**src/rtl/sfr_pkg.sv**
```systemverilog
`timescale 1ns / 1ps
`default_nettype none
// ----------------------------------------------------------------------------
// sfr_pkg: shared types and constants of the segmented frame reassembler
// frame kinds, status codes, stream widths and the job word that the front
// end hands to the back end through the queue
// ----------------------------------------------------------------------------
package sfr_pkg;

   // stream widths
   localparam int unsigned REQ_DATA_W = 72;
   localparam int unsigned RSP_DATA_W = 48;

   // frame geometry
   localparam logic [3:0]  FRAME_BYTES   = 4'd8;
   localparam int unsigned PAYLOAD_SLOTS = 7;
   localparam int unsigned QUEUE_DEPTH   = 2;

   // request kind on tuser
   localparam logic MODE_FEED  = 1'b0;
   localparam logic MODE_CLEAR = 1'b1;

   // result kind on tuser
   localparam logic ITEM_BYTE   = 1'b0;
   localparam logic ITEM_STATUS = 1'b1;

   // protocol control nibble
   localparam logic [3:0] KIND_SINGLE = 4'h0;
   localparam logic [3:0] KIND_FIRST  = 4'h1;
   localparam logic [3:0] KIND_CONSEC = 4'h2;

   // status codes
   localparam logic [1:0] STATUS_REJECTED = 2'd0;
   localparam logic [1:0] STATUS_PENDING  = 2'd1;
   localparam logic [1:0] STATUS_COMPLETE = 2'd2;

   // one classified frame: payload bytes to emit, then the status word
   typedef struct packed {
      logic [2:0]                        count;
      logic [11:0]                       start;
      logic [PAYLOAD_SLOTS-1:0][7:0]     data;
      logic [1:0]                        status;
      logic                              flow_control;
      logic [11:0]                       message_length;
      logic [11:0]                       received_length;
   } job_type;

endpackage
`default_nettype wire

```
**src/rtl/segmented_frame_reassembler_top.sv**
```systemverilog
`timescale 1ns / 1ps
`default_nettype none
// ----------------------------------------------------------------------------
// segmented_frame_reassembler_top: receive-side iso-tp frame reassembler
// classifies can frames, tracks the message context and streams accepted
// payload bytes with their message offsets, followed by one status word
// ----------------------------------------------------------------------------
// A fed frame produces n payload words (n = accepted bytes, 0 to 7) and then
// one status word with tlast set. The output sequencer emits one word per
// cycle while rsp_tready is high and sets the sustained rate. The front end
// takes a request word every cycle as long as the two-entry job queue has
// room, so a new frame is taken while the previous one is still streaming
// out. A clear command gives no result. Bytes are not buffered; the context
// holds only lengths, the next sequence number and the complete and
// flow-control flags.
// ----------------------------------------------------------------------------
module segmented_frame_reassembler_top #(
   parameter int unsigned MAX_MESSAGE = 4095
) (
   input  wire logic                           clock,
   input  wire logic                           reset,
   // request stream
   input  wire logic                           req_tvalid,
   output logic                                req_tready,
   // byte_count[3:0], byte_0[11:4], byte_1 .. byte_7 in 8-bit steps up to [67:60]
   input  wire logic [sfr_pkg::REQ_DATA_W-1:0] req_tdata,
   // mode: feed frame or clear context
   input  wire logic                           req_tuser,
   // result stream
   output logic                                rsp_tvalid,
   input  wire logic                           rsp_tready,
   // byte_offset[11:0], byte_value[19:12], frame_status[21:20],
   // send_flow_control[22], message_length[34:23], received_length[46:35]
   output logic [sfr_pkg::RSP_DATA_W-1:0]      rsp_tdata,
   // item_kind: payload byte or status summary
   output logic                                rsp_tuser,
   output logic                                rsp_tlast
);
   import sfr_pkg::*;

   logic    push;
   job_type push_job;
   logic    push_ready;
   logic    head_valid;
   job_type head_job;
   logic    pop;

   // frame classifier and context
   sfr_front #(
      .MAX_MESSAGE (MAX_MESSAGE)
   ) u_front (
      .clock      (clock),
      .reset      (reset),
      .req_tvalid (req_tvalid),
      .req_tready (req_tready),
      .req_tdata  (req_tdata),
      .req_tuser  (req_tuser),
      .job_valid  (push),
      .job        (push_job),
      .job_ready  (push_ready)
   );

   // job queue
   sfr_queue #(
      .DEPTH (QUEUE_DEPTH)
   ) u_queue (
      .clock      (clock),
      .reset      (reset),
      .push       (push),
      .push_job   (push_job),
      .push_ready (push_ready),
      .head_valid (head_valid),
      .head_job   (head_job),
      .pop        (pop)
   );

   // result sequencer
   sfr_back u_back (
      .clock      (clock),
      .reset      (reset),
      .head_valid (head_valid),
      .head_job   (head_job),
      .pop        (pop),
      .rsp_tvalid (rsp_tvalid),
      .rsp_tready (rsp_tready),
      .rsp_tdata  (rsp_tdata),
      .rsp_tuser  (rsp_tuser),
      .rsp_tlast  (rsp_tlast)
   );

endmodule
`default_nettype wire

```
**src/rtl/sfr_front.sv**
```systemverilog
`timescale 1ns / 1ps
`default_nettype none
// ----------------------------------------------------------------------------
// sfr_front: frame classifier and reassembly context
// takes one request word a cycle while the queue has room, checks frame kind,
// length and sequence, updates the context and pushes one job per fed frame into the queue
// ----------------------------------------------------------------------------
module sfr_front #(
   parameter int unsigned MAX_MESSAGE = 4095
) (
   input  wire logic                          clock,
   input  wire logic                          reset,
   input  wire logic                          req_tvalid,
   output logic                               req_tready,
   input  wire logic [sfr_pkg::REQ_DATA_W-1:0] req_tdata,
   input  wire logic                          req_tuser,
   output logic                               job_valid,
   output sfr_pkg::job_type                   job,
   input  wire logic                          job_ready
);
   import sfr_pkg::*;

   localparam logic [12:0] MAX_LEN = 13'(MAX_MESSAGE);

   // reassembly context
   logic [11:0] stored_ff, stored_in;
   logic [11:0] expected_ff, expected_in;
   logic [3:0]  seq_ff, seq_in;
   logic        complete_ff, complete_in;
   logic        fc_ff, fc_in;

   logic        accept;
   logic [3:0]  flen;
   logic [3:0]  kind;
   logic [3:0]  nib;
   logic [7:0]  fb [0:8];
   logic [11:0] ff_len;
   logic [3:0]  avail;
   logic [3:0]  take;
   logic [11:0] remain;
   logic [12:0] sum;
   logic        base2;
   logic [2:0]  count;
   logic [11:0] start;
   logic [1:0]  status;

   assign req_tready = job_ready;
   assign accept     = req_tvalid && req_tready;
   assign job_valid  = accept && (req_tuser == MODE_FEED);

   // unpack the frame bytes, slot 8 pads the shifted view
   always_comb begin
      for (int i = 0; i < 8; i++) begin
         fb[i] = req_tdata[4 + 8*i +: 8];
      end
      fb[8] = 8'h00;
   end

   assign flen   = (req_tdata[3:0] > FRAME_BYTES) ? FRAME_BYTES : req_tdata[3:0];
   assign kind   = fb[0][7:4];
   assign nib    = fb[0][3:0];
   assign ff_len = {nib, fb[1]};

   // classify the frame and work out the next context
   always_comb begin
      stored_in   = stored_ff;
      expected_in = expected_ff;
      seq_in      = seq_ff;
      complete_in = complete_ff;
      fc_in       = fc_ff;
      count       = 3'd0;
      start       = 12'd0;
      base2       = 1'b0;
      status      = STATUS_REJECTED;
      avail       = 4'd0;
      take        = 4'd0;
      remain      = 12'd0;
      sum         = 13'd0;
      if (flen >= 4'd2) begin
         fc_in = 1'b0;
         unique case (kind)
            KIND_SINGLE: begin
               if (nib != 4'd0 && nib <= flen - 4'd1 && {9'd0, nib} <= MAX_LEN) begin
                  count       = nib[2:0];
                  stored_in   = {8'd0, nib};
                  expected_in = {8'd0, nib};
                  complete_in = 1'b1;
                  status      = STATUS_COMPLETE;
               end
            end
            KIND_FIRST: begin
               base2 = 1'b1;
               avail = flen - 4'd2;
               if (ff_len != 12'd0 && {1'b0, ff_len} <= MAX_LEN) begin
                  take        = ({8'd0, avail} > ff_len) ? ff_len[3:0] : avail;
                  count       = take[2:0];
                  stored_in   = {8'd0, take};
                  expected_in = ff_len;
                  complete_in = ({8'd0, take} >= ff_len);
                  seq_in      = 4'd1;
                  fc_in       = !complete_in;
                  status      = complete_in ? STATUS_COMPLETE : STATUS_PENDING;
               end
            end
            KIND_CONSEC: begin
               avail  = flen - 4'd1;
               remain = (expected_ff >= stored_ff) ? expected_ff - stored_ff : 12'd0;
               take   = ({8'd0, avail} > remain) ? remain[3:0] : avail;
               sum    = {1'b0, stored_ff} + {9'd0, take};
               if (expected_ff != 12'd0 && !complete_ff && nib == seq_ff) begin
                  seq_in = seq_ff + 4'd1;
                  if (sum <= MAX_LEN) begin
                     count       = take[2:0];
                     start       = stored_ff;
                     stored_in   = sum[11:0];
                     complete_in = (sum[11:0] >= expected_ff);
                     status      = complete_in ? STATUS_COMPLETE : STATUS_PENDING;
                  end
               end
            end
            default: begin
               status = STATUS_REJECTED;
            end
         endcase
      end
   end

   // job word for the back end
   always_comb begin
      job.count           = count;
      job.start           = start;
      job.status          = status;
      job.flow_control    = fc_in;
      job.message_length  = expected_in;
      job.received_length = stored_in;
      for (int i = 0; i < PAYLOAD_SLOTS; i++) begin
         job.data[i] = base2 ? fb[i + 2] : fb[i + 1];
      end
   end

   // context registers
   always_ff @(posedge clock) begin
      if (reset) begin
         stored_ff   <= 12'd0;
         expected_ff <= 12'd0;
         seq_ff      <= 4'd0;
         complete_ff <= 1'b0;
         fc_ff       <= 1'b0;
      end else if (accept) begin
         if (req_tuser == MODE_CLEAR) begin
            stored_ff   <= 12'd0;
            expected_ff <= 12'd0;
            seq_ff      <= 4'd0;
            complete_ff <= 1'b0;
            fc_ff       <= 1'b0;
         end else begin
            stored_ff   <= stored_in;
            expected_ff <= expected_in;
            seq_ff      <= seq_in;
            complete_ff <= complete_in;
            fc_ff       <= fc_in;
         end
      end
   end

   // context invariants
   a_stored_le_expected: assert property (@(posedge clock) disable iff (reset)
      stored_ff <= expected_ff)
      else $error("stored length beyond announced length");
   a_complete_has_length: assert property (@(posedge clock) disable iff (reset)
      complete_ff |-> expected_ff != 12'd0)
      else $error("complete flag without a message");
   a_fc_only_open: assert property (@(posedge clock) disable iff (reset)
      fc_ff |-> !complete_ff)
      else $error("flow control wanted on a complete message");

endmodule
`default_nettype wire

```
**src/rtl/sfr_queue.sv**
```systemverilog
`timescale 1ns / 1ps
`default_nettype none
// ----------------------------------------------------------------------------
// sfr_queue: job queue between front and back end
// small register fifo, head word shown combinationally
// ----------------------------------------------------------------------------
module sfr_queue #(
   parameter int unsigned DEPTH = 2
) (
   input  wire logic             clock,
   input  wire logic             reset,
   input  wire logic             push,
   input  sfr_pkg::job_type      push_job,
   output logic                  push_ready,
   output logic                  head_valid,
   output sfr_pkg::job_type      head_job,
   input  wire logic             pop
);
   import sfr_pkg::*;

   localparam int unsigned PTR_W = (DEPTH > 1) ? $clog2(DEPTH) : 1;
   localparam int unsigned CNT_W = $clog2(DEPTH + 1);
   localparam logic [PTR_W-1:0] LAST_PTR = PTR_W'(DEPTH - 1);
   localparam logic [CNT_W-1:0] FULL_CNT = CNT_W'(DEPTH);

   job_type          entry_ff [DEPTH];
   logic [PTR_W-1:0] wr_ptr_ff, wr_ptr_in;
   logic [PTR_W-1:0] rd_ptr_ff, rd_ptr_in;
   logic [CNT_W-1:0] cnt_ff, cnt_in;
   logic             do_push;
   logic             do_pop;

   assign push_ready = (cnt_ff != FULL_CNT);
   assign head_valid = (cnt_ff != '0);
   assign head_job   = entry_ff[rd_ptr_ff];
   assign do_push    = push && push_ready;
   assign do_pop     = pop && head_valid;

   // pointer and fill count
   always_comb begin
      wr_ptr_in = wr_ptr_ff;
      rd_ptr_in = rd_ptr_ff;
      cnt_in    = cnt_ff;
      if (do_push) begin
         wr_ptr_in = (wr_ptr_ff == LAST_PTR) ? '0 : wr_ptr_ff + 1'b1;
      end
      if (do_pop) begin
         rd_ptr_in = (rd_ptr_ff == LAST_PTR) ? '0 : rd_ptr_ff + 1'b1;
      end
      if (do_push && !do_pop) begin
         cnt_in = cnt_ff + 1'b1;
      end else if (do_pop && !do_push) begin
         cnt_in = cnt_ff - 1'b1;
      end
   end

   always_ff @(posedge clock) begin
      if (reset) begin
         wr_ptr_ff <= '0;
         rd_ptr_ff <= '0;
         cnt_ff    <= '0;
      end else begin
         wr_ptr_ff <= wr_ptr_in;
         rd_ptr_ff <= rd_ptr_in;
         cnt_ff    <= cnt_in;
      end
   end

   // storage
   always_ff @(posedge clock) begin
      if (do_push) begin
         entry_ff[wr_ptr_ff] <= push_job;
      end
   end

   a_cnt_bound: assert property (@(posedge clock) disable iff (reset)
      cnt_ff <= FULL_CNT)
      else $error("queue fill count out of range");
   a_cnt_up: assert property (@(posedge clock) disable iff (reset)
      do_push && !do_pop |=> cnt_ff == $past(cnt_ff) + 1'b1)
      else $error("queue count missed a push");
   a_no_lost_push: assert property (@(posedge clock) disable iff (reset)
      push |-> push_ready)
      else $error("job pushed into a full queue");

endmodule
`default_nettype wire

```
**src/rtl/sfr_back.sv**
```systemverilog
`timescale 1ns / 1ps
`default_nettype none
// ----------------------------------------------------------------------------
// sfr_back: result sequencer
// walks the head job one word a cycle unless stalled: its payload bytes with
// their message offsets, then the status word, into a registered output stage
// ----------------------------------------------------------------------------
module sfr_back (
   input  wire logic                           clock,
   input  wire logic                           reset,
   input  wire logic                           head_valid,
   input  sfr_pkg::job_type                    head_job,
   output logic                                pop,
   output logic                                rsp_tvalid,
   input  wire logic                           rsp_tready,
   output logic [sfr_pkg::RSP_DATA_W-1:0]      rsp_tdata,
   output logic                                rsp_tuser,
   output logic                                rsp_tlast
);
   import sfr_pkg::*;

   logic [2:0]            idx_ff, idx_in;
   logic                  valid_ff, valid_in;
   logic [RSP_DATA_W-1:0] data_ff, data_in;
   logic                  user_ff, user_in;
   logic                  last_ff, last_in;
   logic                  load;
   logic                  emit;
   logic                  is_byte;
   logic [11:0]           offset;
   logic [7:0]            value;

   assign load    = !valid_ff || rsp_tready;
   assign emit    = load && head_valid;
   assign is_byte = (idx_ff < head_job.count);
   assign pop     = emit && !is_byte;
   assign offset  = head_job.start + {9'd0, idx_ff};
   assign value   = is_byte ? head_job.data[idx_ff] : 8'h00;

   // next word and walk position
   always_comb begin
      idx_in   = idx_ff;
      valid_in = valid_ff;
      data_in  = data_ff;
      user_in  = user_ff;
      last_in  = last_ff;
      if (load) begin
         valid_in = head_valid;
      end
      if (emit) begin
         if (is_byte) begin
            idx_in  = idx_ff + 3'd1;
            data_in = {1'b0, 12'd0, 12'd0, 1'b0, STATUS_REJECTED, value, offset};
            user_in = ITEM_BYTE;
            last_in = 1'b0;
         end else begin
            idx_in  = 3'd0;
            data_in = {1'b0, head_job.received_length, head_job.message_length,
                       head_job.flow_control, head_job.status, 8'h00, 12'd0};
            user_in = ITEM_STATUS;
            last_in = 1'b1;
         end
      end
   end

   always_ff @(posedge clock) begin
      if (reset) begin
         idx_ff   <= 3'd0;
         valid_ff <= 1'b0;
      end else begin
         idx_ff   <= idx_in;
         valid_ff <= valid_in;
      end
   end

   // output payload
   always_ff @(posedge clock) begin
      data_ff <= data_in;
      user_ff <= user_in;
      last_ff <= last_in;
   end

   assign rsp_tvalid = valid_ff;
   assign rsp_tdata  = data_ff;
   assign rsp_tuser  = user_ff;
   assign rsp_tlast  = last_ff;

   a_idx_in_job: assert property (@(posedge clock) disable iff (reset)
      head_valid |-> idx_ff <= head_job.count)
      else $error("walk position beyond job byte count");
   a_idx_needs_job: assert property (@(posedge clock) disable iff (reset)
      idx_ff != 3'd0 |-> head_valid)
      else $error("job left the queue in mid walk");
   a_pop_rewinds: assert property (@(posedge clock) disable iff (reset)
      pop |=> idx_ff == 3'd0)
      else $error("walk position not rewound after status word");

endmodule
`default_nettype wire
```
**config.mk**
```make
export PLATFORM = sky130hd
export DESIGN_NAME = segmented_frame_reassembler_top
export DESIGN_NICKNAME = d
export VERILOG_FILES = /design/src/rtl/sfr_pkg.sv /design/src/rtl/segmented_frame_reassembler_top.sv /design/src/rtl/sfr_front.sv /design/src/rtl/sfr_queue.sv /design/src/rtl/sfr_back.sv
export SDC_FILE = /design/constraint.sdc
export NUM_CORES = 1
export LEC_CHECK = 0
export BUFFER_PORTS_ARGS = -buffer_cell sky130_fd_sc_hd__clkbuf_2
export CORE_ASPECT_RATIO = 1.75
export CORE_UTILIZATION = 25
export CTS_BUF_LIST = sky130_fd_sc_hd__clkbuf_8
export DETAILED_ROUTE_END_ITERATION = 10
export GPL_ROUTABILITY_DRIVEN = 0
export PLACE_DENSITY_LB_ADDON = 0.12
export RECOVER_POWER = 25
export SLEW_MARGIN = 25
export SYNTH_ARGS = -nofsm -noshare
export SYNTH_HDL_FRONTEND = slang
export SYNTH_SLANG_ARGS = --single-unit
```
**constraint.sdc**
```tcl
create_clock -name clock -period 9.2 [get_ports clock]
set_input_delay 0.46 -clock clock [delete_from_list [all_inputs] [get_ports clock]]
set_output_delay 0.46 -clock clock [all_outputs]
set_load 0.05 [all_outputs]
```
* Word level (Yosys, flattened, before mapping)
Memories as Yosys holds them, arrays and structs flattened. A register that Yosys moved wholly into a read port is not among the register bits.
Cells that the tools add are included.
** Storage, ports and cells
- Output and inout port bits :: 52
- Memories :: 1
- Word-level logic and storage cells :: 146
- Flip-flop bits (word level) :: 87
- Input bits :: 77
- RAM bits :: 196
** Memories
- u_queue.entry_ff :: words 2, bits a word 98, rd ports 1, clocked after Yosys merged registers in 1, write ports 1, line sfr_queue.sv:26 : job_type entry_ff [DEPTH];
** Cells by class
- Equality and inequality tests :: 8
- Add/subtract/negate cells :: 11
- Bitwise operators :: 1
- $lt $le $gt $ge :: 11
- Reductions and logical operators :: 29
- Multiplexer cells :: 71
** Operators with widths (number)
- 2-to-1 mux 12 bit :: 15
- 2-to-1 mux 8 bit :: 8
- one-hot mux 12 bit (3 select lines) :: 1
- 2-to-1 mux 4 bit :: 7
- binary-select mux 8 bit (select 3 bit) :: 1
- greater-or-equal comparator 12 bit :: 2
- > comparator 4 x 12 -> 1 bit :: 2
- one-hot mux 12 bit (2 select lines) :: 1
- nonzero test 12 bit :: 2
- 2-to-1 mux 1 bit :: 19
- 2-to-1 mux 2 bit :: 9
- 2-to-1 mux 3 bit :: 6
- adder 12 x 4 -> 13 bit :: 1
- <= comparator 13 x 12 -> 1 bit, second input constant :: 1
- adder 12 x 3 -> 12 bit :: 1
- greater-or-equal comparator 4 x 12 -> 1 bit :: 1
- != test 3 x 2 -> 1 bit, second input constant :: 4
- subtractor 12 bit :: 1
- logical AND 1 bit :: 11
- one-hot mux 3 bit (3 select lines) :: 1
- one-hot mux 4 bit (2 select lines) :: 1
- nonzero test 4 bit :: 2
- AND reduction 7 bit :: 1
- zero test 1 bit :: 6
- other kinds (24) :: 27

* Longest topological paths before layout
Gate-level depths: netlist (run 1).
- Depth after elaboration :: 12
- Gate-level depth with buffers :: 32
- Mapped depth without buffers :: 32

* Cells and area by module
Synthesis (run 1) repeated with hierarchy kept, for this count alone.
** Unflattened totals
- Cell total of the unflattened synthesis :: 1284
- Area total of the unflattened synthesis :: 14751.6 um^2
** By module, submodules not included
- sfr_queue :: cells an instance 329, seq. area each 5985.7 um^2, area each 7367.1 um^2, instances 1
- sfr_front :: cells an instance 738, seq. area each 600.6 um^2, area each 4723.3 um^2, instances 1
- sfr_back :: cells an instance 217, seq. area each 1521.5 um^2, area each 2661.3 um^2, instances 1

* Least setup slack after synthesis (run 1)
No wires, ideal clock.
- Path type :: register -> register
- From :: register u_queue.cnt_ff[0]
- To :: memory u_queue.entry_ff[0][0] in the netlist's numbering, enable pin
- Data arrival time :: 7.980 ns
- Clock period less this slack :: 8.654 ns
- Path buffers :: 1
- Slack :: 0.546 ns
- Stages on the path, launching flop included :: 5
- Data required time :: 8.526 ns
- Library setup time :: 0.674 ns
- Cell sequence :: dfxtp_1 nand2b_1 nand2_1 clkbuf_1 nor3_1
** On the way
- Cells in the longest elaborated chain, start to end :: 6
** RTL lines
- start, declared :: line sfr_queue.sv:29 : logic [CNT_W-1:0] cnt_ff, cnt_in;
- start signal, assigned :: line sfr_queue.sv:65 : cnt_ff <= cnt_in;
- != test 2 bit (*) :: line sfr_queue.sv:33 : assign push_ready = (cnt_ff != FULL_CNT);
- via req_tready :: line segmented_frame_reassembler_top.sv:24 : output logic req_tready,
- logical AND 1 bit :: line sfr_front.sv:48 : assign accept = req_tvalid && req_tready;
- logical AND 1 bit :: line sfr_front.sv:49 : assign job_valid = accept && (req_tuser == MODE_FEED);
- logical AND 1 bit (*) :: line sfr_queue.sv:36 : assign do_push = push && push_ready;
- 2-to-1 mux 1 bit (*) :: line sfr_queue.sv:71 : if (do_push) begin
- 2-to-1 mux 1 bit (implied by the code) (*) :: line sfr_queue.sv:72 : entry_ff[wr_ptr_ff] <= push_job;
- end, declared :: line sfr_queue.sv:26
The timed path passes the listed nets; every way through them passes the cells marked *.

==> flow_metrics.tcl, run 1 <==
set metrics [dict create \
    antenna_found_initial 1 \
    grt_setup_unrepaired "false" \
    root_buffer "clkbuf_8" \
    antenna_left 0 \
    startpoint "u_front.expected_ff[0]" \
    clkSinkCount 283 \
    cts_setup_buffers 0 \
    finalCritPeriodShare_pct 78.9 \
    cts-hold-fix-buffers 0 \
    cts_tree "built" \
    track_usage_pct 14.7 \
    synth_ff_type "edfxtp_1" \
    fin_crit_ns 7.26 \
    dieArea_um2 58300 \
    tightest_slew_ns 3.57 \
    maxCapViolations 3 \
    hold_violations 0 \
    syn_area_um2 14300 \
    hp-class "primary input to register" \
    setup_violations 0 \
    ioPinCount 129 \
    num_rows 115 \
    fillers 5826 \
    p_leak_nw 5.84 \
    finish.net_count 1399 \
    finClkSkew_ns 0.0376 \
    clk_pin_slew_ns 0.06 \
    critical_path_class "register to register" \
    grt_max_degree 64 \
    drive_gt1_share_pct 18.7 \
    layout_common_cells "edfxtp_1, nor2_1, inv_1, clkbuf_2" \
    dp_hpwl_um 30300 \
    routed_wl_um 42500 \
    core_um2 56400 \
    grt_pass1_vias 10100 \
    async_reset_ff_share_pct 0 \
    final-max-slew-violation-count 122 \
    r2r_cells 32 \
    synth_seq_cells 283 \
    die_h_um 319 \
    synth_top_area_share_pct 51.1 \
    final_common_cell "edfxtp_1" \
    area_growth_pct 16.4 \
    die-width_um 183 \
    synth.distinct_cells 82 \
    syn_nets 1260 \
    startpoint_type "register" \
    r2r_slack_ns 1.94 \
    drtIter0Drc 497 \
    worstReg2RegEnd "u_queue.entry_ff[1][25]" \
    crit_path_max_fanout 7 \
    yosys.area.top_type "edfxtp_1" \
    drc_errors 0 \
    max_freq_ghz 0.138 \
    dp_slack_ns 1.95 \
    syn_inst 1124 \
    finalSetupTns_ns 0 \
    vias 9609 \
    drt_pass1_iterations 5 \
    ctsResizeCount 0 \
    clk_path_buf_depth 3 \
    worstPathArrival_ns 7.59 \
    synth_edf_count 244 \
    reg2reg_from "u_front.expected_ff[0]" \
    slew_headroom_pct -138 \
    status "complete, but fails checks" \
    start_util_pct 25.4 \
    ir_worst_vdd_mv 0.117 \
    io_buffers 123 \
    synth-warning-count 0 \
    yosysSeqAreaShare_pct 56.6 \
    setup_ws_ns 1.94 \
    cp_slowest_cell "o41a_1" \
    overflow 0 \
    cts.htree.levels 2 \
    synth_area_leaders "edfxtp_1, dfxtp_1, mux4_2" \
    avgSynthCellArea_um2 12.7 \
    critPathCapture "u_queue.entry_ff[1][25]" \
    power.density_nw_per_um2 218 \
    cts_buffers 47 \
    violations "capacitance limit, slew limit" \
    viasPerCell 4.66 \
    end_kind "register" \
    worstPathRequired_ns 9.53 \
    grt_pass1_wl_um 63100 \
    critPathMaxStageDelay_ns 0.53 \
    clk_latency_ns 0.62 \
    routedWlPerCell_um 20.6 \
]
==> power breakdown <==
part	switching, mW	total, mW	leakage, nW	internal (mW)
clock	0.518	1.14	0.544	0.626
sequential	0.0626	1.64	2.65	1.57
combinational	0.624	0.854	2.65	0.230
total	1.20	3.63	5.84	2.43
==> critical path, delay by kind of cell, from the launching register on <==
kind                     cells  cell delay (ns)
buffers and inverters        4             0.33
AO/OA/AOI/OAI               15             3.44
XOR/XNOR                     1             0.18
flip-flops                   1             0.38
AND/OR/NAND/NOR              6             0.89
adder cells (fa/ha/maj)      6             1.75
==> cell type report <==
type	instances	area, um^2	area share [%]
multi-input combinational	731	5780	34.7
antenna	1	2.50	0.0150
clock buffer	48	661	3.96
sequential	283	8110	48.7
clock inverter	37	283	1.70
timing repair buffer	139	656	3.93
inverter	61	229	1.37
tap	760	951	5.70
==> synthesized netlist by cell type (10+ instances only) <==
master / instances
mux2_2: 50
a22o_1: 13
and2_1: 17
xor2_1: 10
mux2i_1: 51
nand2_1: 54
a21oi_1: 47
nand3_1: 23
edfxtp_1: 244
o21ai_1: 10
a21o_1: 12
xnor2_1: 20
o21a_1: 13
o21ai_0: 41
nand2b_1: 12
nor2b_1: 24
nor3_1: 17
clkbuf_1: 30
inv_1: 60
ha_1: 56
nor2_1: 96
buf_2: 13
mux4_2: 32
dfxtp_1: 39
==> cells by family after synthesis <==
logic type / Yosys count / share of synthesized area (%)
and+or+nand+nor: 299 / 10.6
adders and majority gates: 59 / 5.31
other: 1 / 0.0262
xor gates and xnor gates: 30 / 1.83
buffers and inverters: 110 / 3.15
AOI/OAI and AO/OA: 209 / 9.94
muxes: 133 / 12.5
DFF: 283 / 56.6
==> routing by layer <==
| layer | part of all wire (%) | wire [um] | global-route usage, % | up-vias |
|---|---|---|---|---|
| li1 | - | - | - | 4529 |
| met1 | 39 | 16400 | 15.6 | 4737 |
| met2 | 52 | 22100 | 26.7 | 238 |
| met3 | 3.7 | 1580 | 2.50 | 105 |
| met4 | 5.6 | 2370 | 8.67 | 0 |
| met5 | 0 | 0 | 0 | - |
==> sequential cells by signal, summed over array words and instances, names as in the netlist, 2 cells and up, named ones only <==
register,flops
u_queue.cnt_ff,2
u_queue.entry_ff,196
u_front.seq_ff,4
u_front.expected_ff,12
u_back.rsp_tdata,47
u_back.idx_ff,3
u_front.stored_ff,12
==> worst min path at each step <==
stage	from	to	slack, ns	cells after the start
after floorplan	u_front.complete_ff	u_front.complete_ff	0.44	1
after detailed placement	u_front.complete_ff	u_front.complete_ff	0.48	1
after CTS	req_tdata[16]	u_front.expected_ff[4]	0.11	3
after global placement	u_front.fc_ff	u_front.fc_ff	0.47	2
final	req_tdata[16]	u_front.expected_ff[4]	0.16	3
after global routing	req_tdata[16]	u_front.expected_ff[4]	0.13	3
==> per-stage QoR <==
stage          instances  instance area, um^2  total power, mW  hold WS, ns  utilization, %
2_1_floorplan       1124                14300             2.28        0.440               -
3_3_place_gp        1974                15800             2.55        0.473            28.0
3_5_place_dp        1974                15800             2.56        0.476            28.0
4_1_cts             2059                16800             3.73        0.110            29.7
5_1_grt             2060                16700             3.81        0.132            29.6
6_report            2060                16700             3.63        0.165            29.6
Note: power is estimated with default switching activity, not from simulation.
==> run 2, diff against run 1 <==
==> constraint.sdc (replaced) <==
create_clock -name clock -period 7.3 [get_ports clock]
set_input_delay 0.365 -clock clock [delete_from_list [all_inputs] [get_ports clock]]
set_output_delay 0.365 -clock clock [all_outputs]
set_load 0.05 [all_outputs]
==> run 2 against run 1 <==
The run still ends with capacitance limit, slew limit left. Via count rose by 0.44%. Sequential share of layout area fell by 0.12 points. Non-clock buffer count rose by 20. Clock power rose by 12%. Register-to-register slack got worse by 1.5 ns. Total power rose by 22%. Cell area rose by 0.25%. Global-route usage rose by 0.51 points.
==> flow_metrics.tcl, run 2 (synthesized netlist as in run 1, its figures left out) <==
set metrics [dict create \
    status "complete, but fails checks" \
    violations "capacitance limit, slew limit" \
    core_um2 56400 \
    place_area_um2 16000 \
    antenna_left 0 \
    fin_crit_ns 6.82 \
    grt_pass1_vias 10600 \
    num_rows 115 \
    die_h_um 319 \
    end_kind "register" \
    clk_latency_ns 0.60 \
    overflow 0 \
    io_buffers 123 \
    cts.htree.levels 2 \
    top_register "u_queue.entry_ff" \
    finClkSkew_ns 0.0199 \
    final_cell_area_um2 16700 \
    finish.net_count 1419 \
    tightest_slew_ns 3.50 \
    drive_gt1_share_pct 19.8 \
    maxCapViolations 3 \
    track_usage_pct 15.2 \
    grt_max_degree 64 \
    drtIter0Drc 431 \
    final-max-slew-violation-count 122 \
    dieArea_um2 58300 \
    critical_path_class "register to register" \
    whs_ns 0.0923 \
    hold_violations 0 \
    dp_hpwl_um 31800 \
    drt_pass1_iterations 5 \
    finalCritPeriodShare_pct 93.4 \
    grt_setup_unrepaired "false" \
    dp_slack_ns 0.193 \
    antenna_found_initial 1 \
    final_common_cell "edfxtp_1" \
    utilization_pct 29.6 \
    viasPerCell 4.64 \
    setup_violations 0 \
    wl_met2_um 24100 \
    max_freq_ghz 0.147 \
    layout_common_cells "edfxtp_1, nor2_1, inv_1, clkbuf_2, clkbuf_1" \
    worstPathArrival_ns 7.21 \
    finalSetupTns_ns 0 \
    clkSinkCount 283 \
    cts_setup_buffers 0 \
    area_growth_pct 16.7 \
    setup_ws_ns 0.484 \
    cp_top_family "compound AO/OA/AOI/OAI gates" \
    start_util_pct 25.4 \
    power.density_nw_per_um2 265 \
    slew_headroom_pct -133 \
    drt-met1-wl_um 16300 \
    cts_tree "built" \
    ioPinCount 129 \
    fin_cells 2080 \
    clk_path_buf_depth 3 \
    vias 9651 \
    cpMostUsedCell "ha_1" \
    grt_pass1_wl_um 65800 \
    routed_wl_um 43800 \
    crit_path_max_fanout 5 \
    root_buffer "clkbuf_8" \
    total_power_mw 4.43 \
    routedWlPerCell_um 21.1 \
    worstPathRequired_ns 7.70 \
    dp_cells 1994 \
    largest_register_ffs 196 \
    ir_worst_vdd_mv 0.108 \
    critPathMaxStageDelay_ns 0.48 \
    startpoint_type "register" \
    cts_buffers 47 \
    die-width_um 183 \
    crit_buf_inv 4 \
    route.met3.wl_um 1670 \
    p_leak_nw 5.89 \
    cp_slowest_cell "o41a_1" \
    clk_pin_slew_ns 0.07 \
    hp-class "primary input to register" \
    topRoutingLayerUsed "met4" \
    drc_errors 0 \
]
run 2: changes by cell type in the layout (fill, tap and decap cells not counted), moves of 2 or more:
cell / delta
o21ai_0: -3
clkinv_2: +7
o21ai_2: +2
inv_6: -2
clkinv_1: -6
buf_4: +19
bufinv_16: -5
clkinvlp_4: +3
mux2_2: -8
mux2_1: +8
run 2: final cells by class:
type	instances	area, um^2
Fill cell	5930	39700
Tap cell	760	951
Clock buffer	48	661
Sequential cell	283	8110
Multi-Input combinational cell	731	5800
Antenna cell	2	5.00
Inverter	61	229
Clock inverter	36	158
Timing Repair Buffer	159	802
run 2: final timing paths:
kind / endpoint / from / cells past startpoint / slack, ns
worst min-delay path: u_back.rsp_tvalid / rsp_tready / 3 / 0.09
worst max-delay path: u_queue.entry_ff[1][25] / u_front.stored_ff[0] / 32 / 0.48
worst min register to register: u_front.fc_ff / u_front.fc_ff / 2 / 0.48
worst max register to register: u_queue.entry_ff[1][25] / u_front.stored_ff[0] / 32 / 0.48
run 2: worst min-delay path: cells and delay by family:
kind / cells / cell delay [ns]
AO/OA/AOI/OAI: 1 / 0.06
buffers and inverters: 1 / 0.09
AND/OR/NAND/NOR: 1 / 0.12
run 2: power by group:
group	internal, mW	total [mW]	switching (mW)
combinational	0.300	1.11	0.806
clock	0.611	1.28	0.669
sequential	1.98	2.05	0.0643
run 2: timing repair:
| action | CTS | global route |
|---|---|---|
| endpoints found under the setup margin | 0 | 5 |
| hold buffers | 0 | 0 |
| endpoints found under the hold margin | 0 | 0 |
| gates resized for setup | 0 | 3 |
run 2: layer usage:
metal  global-route usage, %  vias up
li1                        -     4570
met1                    15.5     4784
met2                    29.5      213
met3                    2.30       84
met4                    6.91        0
met5                       0        -
==> run 3, diff against run 2 <==
--- a/config.mk
+++ b/config.mk
@@ -11,6 +11,7 @@
 export CTS_BUF_LIST = sky130_fd_sc_hd__clkbuf_8
 export DETAILED_ROUTE_END_ITERATION = 10
 export GPL_ROUTABILITY_DRIVEN = 0
+export MAX_ROUTING_LAYER = met4
 export PLACE_DENSITY_LB_ADDON = 0.12
 export RECOVER_POWER = 25
 export SLEW_MARGIN = 25
==> run 3 against run 2 <==
Flip-flop and latch count unchanged. Sequential share of layout area unchanged. Register-to-register slack worse by 0.02 ns. Critical endpoint unchanged. The run still ends with capacitance limit, slew limit left. Highest routed layer unchanged. Core utilization did not move. Clock skew down 0.0023 ns. Critical path depth unchanged. Combinational power about the same. Cell count is the same. Fmax is 0.26% lower. Cell area did not move. Die area is the same.
==> flow_metrics.tcl, run 3 (synthesized netlist as in run 1, its figures left out) <==
set metrics [dict create \
    overflow 0 \
    max_freq_ghz 0.146 \
    ioPinCount 129 \
    worstPathRequired_ns 7.69 \
    crit_buf_inv 4 \
    dieArea_um2 58300 \
    track_usage_pct 15.6 \
    status "complete, but fails checks" \
    clkSinkCount 283 \
    cts-hold-fix-buffers 0 \
    grt_setup_unrepaired "false" \
    drtIter0Drc 476 \
    final_common_cell "edfxtp_1" \
    clk_latency_ns 0.60 \
    slew_headroom_pct -132 \
    fin_cells 2080 \
    vias 9710 \
    antenna_left 0 \
    critical_path_class "register to register" \
    critPathMaxStageDelay_ns 0.48 \
    p_leak_nw 5.89 \
    setup_violations 0 \
    antenna_found_initial 1 \
    finalCritPeriodShare_pct 93.6 \
    die-width_um 183 \
    cp_slowest_cell "o41a_1" \
    cp_top_family "compound AO/OA/AOI/OAI gates" \
    violations "capacitance limit, slew limit" \
    viasPerCell 4.67 \
    worstPathArrival_ns 7.23 \
    drc_errors 0 \
    hp-class "primary input to register" \
    dp_cells 1994 \
    cpMostUsedCell "ha_1" \
    cts_setup_buffers 0 \
    end_kind "register" \
    fin_crit_ns 6.83 \
    routed_wl_um 43800 \
    crit_path_max_fanout 5 \
    io_buffers 123 \
    die_h_um 319 \
    cts_tree "built" \
    num_rows 115 \
    startpoint_type "register" \
    ir_worst_vdd_mv 0.108 \
    cts_buffers 47 \
    clk_path_buf_depth 3 \
    drt_pass1_iterations 6 \
    place_area_um2 16000 \
    finish.net_count 1419 \
    drive_gt1_share_pct 19.8 \
    start_util_pct 25.4 \
    power.density_nw_per_um2 265 \
    top_register "u_queue.entry_ff" \
    layout_common_cells "edfxtp_1, nor2_1, inv_1, clkbuf_2, clkbuf_1" \
    area_growth_pct 16.7 \
    utilization_pct 29.6 \
    finalSetupTns_ns 0 \
    hold_violations 0 \
    final_cell_area_um2 16700 \
    tightest_slew_ns 3.49 \
    routedWlPerCell_um 21.1 \
    grt_pass1_vias 10600 \
    core_um2 56400 \
    cts.htree.levels 2 \
    root_buffer "clkbuf_8" \
    grt_pass1_wl_um 65800 \
    finClkSkew_ns 0.0176 \
    dp_hpwl_um 31800 \
    maxCapViolations 3 \
    clk_pin_slew_ns 0.07 \
    grt_max_degree 64 \
    largest_register_ffs 196 \
    final-max-slew-violation-count 122 \
    total_power_mw 4.43 \
]
run 3: worst min-delay path, stage by stage:
cell	delay, ns
clkbuf_2	0.09
nand2b_1	0.12
a21oi_1	0.06
run 3: stage by stage:
step	hold slack, ns	worst slack, ns
floorplan	0.440	1.41
global placement	0.470	0.264
detailed placement	0.461	0.193
CTS	0.0449	0.143
global route	0.0903	0.0314
finish	0.0962	0.466
run 3: final cells by class:
cell class	count	area (um^2)
antenna	2	5.00
clock buffer	48	661
clock inverter	36	158
fill	5930	39700
inverter	61	229
multi-input combinational	731	5800
sequential	283	8110
tap	760	951
timing repair buffer	159	802
run 3: power breakdown:
| group | leakage (nW) | switching (mW) | total [mW] | internal (mW) |
|---|---|---|---|---|
| registers | 2.65 | 0.0641 | 2.05 | 1.98 |
| logic | 2.75 | 0.804 | 1.10 | 0.300 |
| clock network | 0.490 | 0.670 | 1.28 | 0.611 |
| total | 5.89 | 1.54 | 4.43 | 2.89 |
run 3: metal layers:
| layer | GRT usage (%) | wire, um | share of wire, % | vias to the layer above |
|---|---|---|---|---|
| met5 | - | 0 | 0 | - |
| met4 | 6.91 | 1750 | 4.0 | 0 |
| met3 | 2.22 | 1550 | 3.5 | 91 |
| met2 | 29.4 | 24000 | 55 | 217 |
| met1 | 15.6 | 16500 | 38 | 4829 |
| li1 | - | - | - | 4573 |
run 3: repair_timing:
action	in CTS	in global routing
endpoints found under the setup margin	0	5
endpoints found under the hold margin	0	0
resized for setup	0	3
run 3: worst paths after layout:
kind                                            from                       to  slack [ns]  cells after the start
worst min register to register         u_front.fc_ff            u_front.fc_ff        0.48                      2
worst max register to register  u_front.stored_ff[0]  u_queue.entry_ff[1][25]        0.47                     32
worst min-delay path                      rsp_tready        u_back.rsp_tvalid         0.1                      3
worst max-delay path            u_front.stored_ff[0]  u_queue.entry_ff[1][25]        0.47                     32
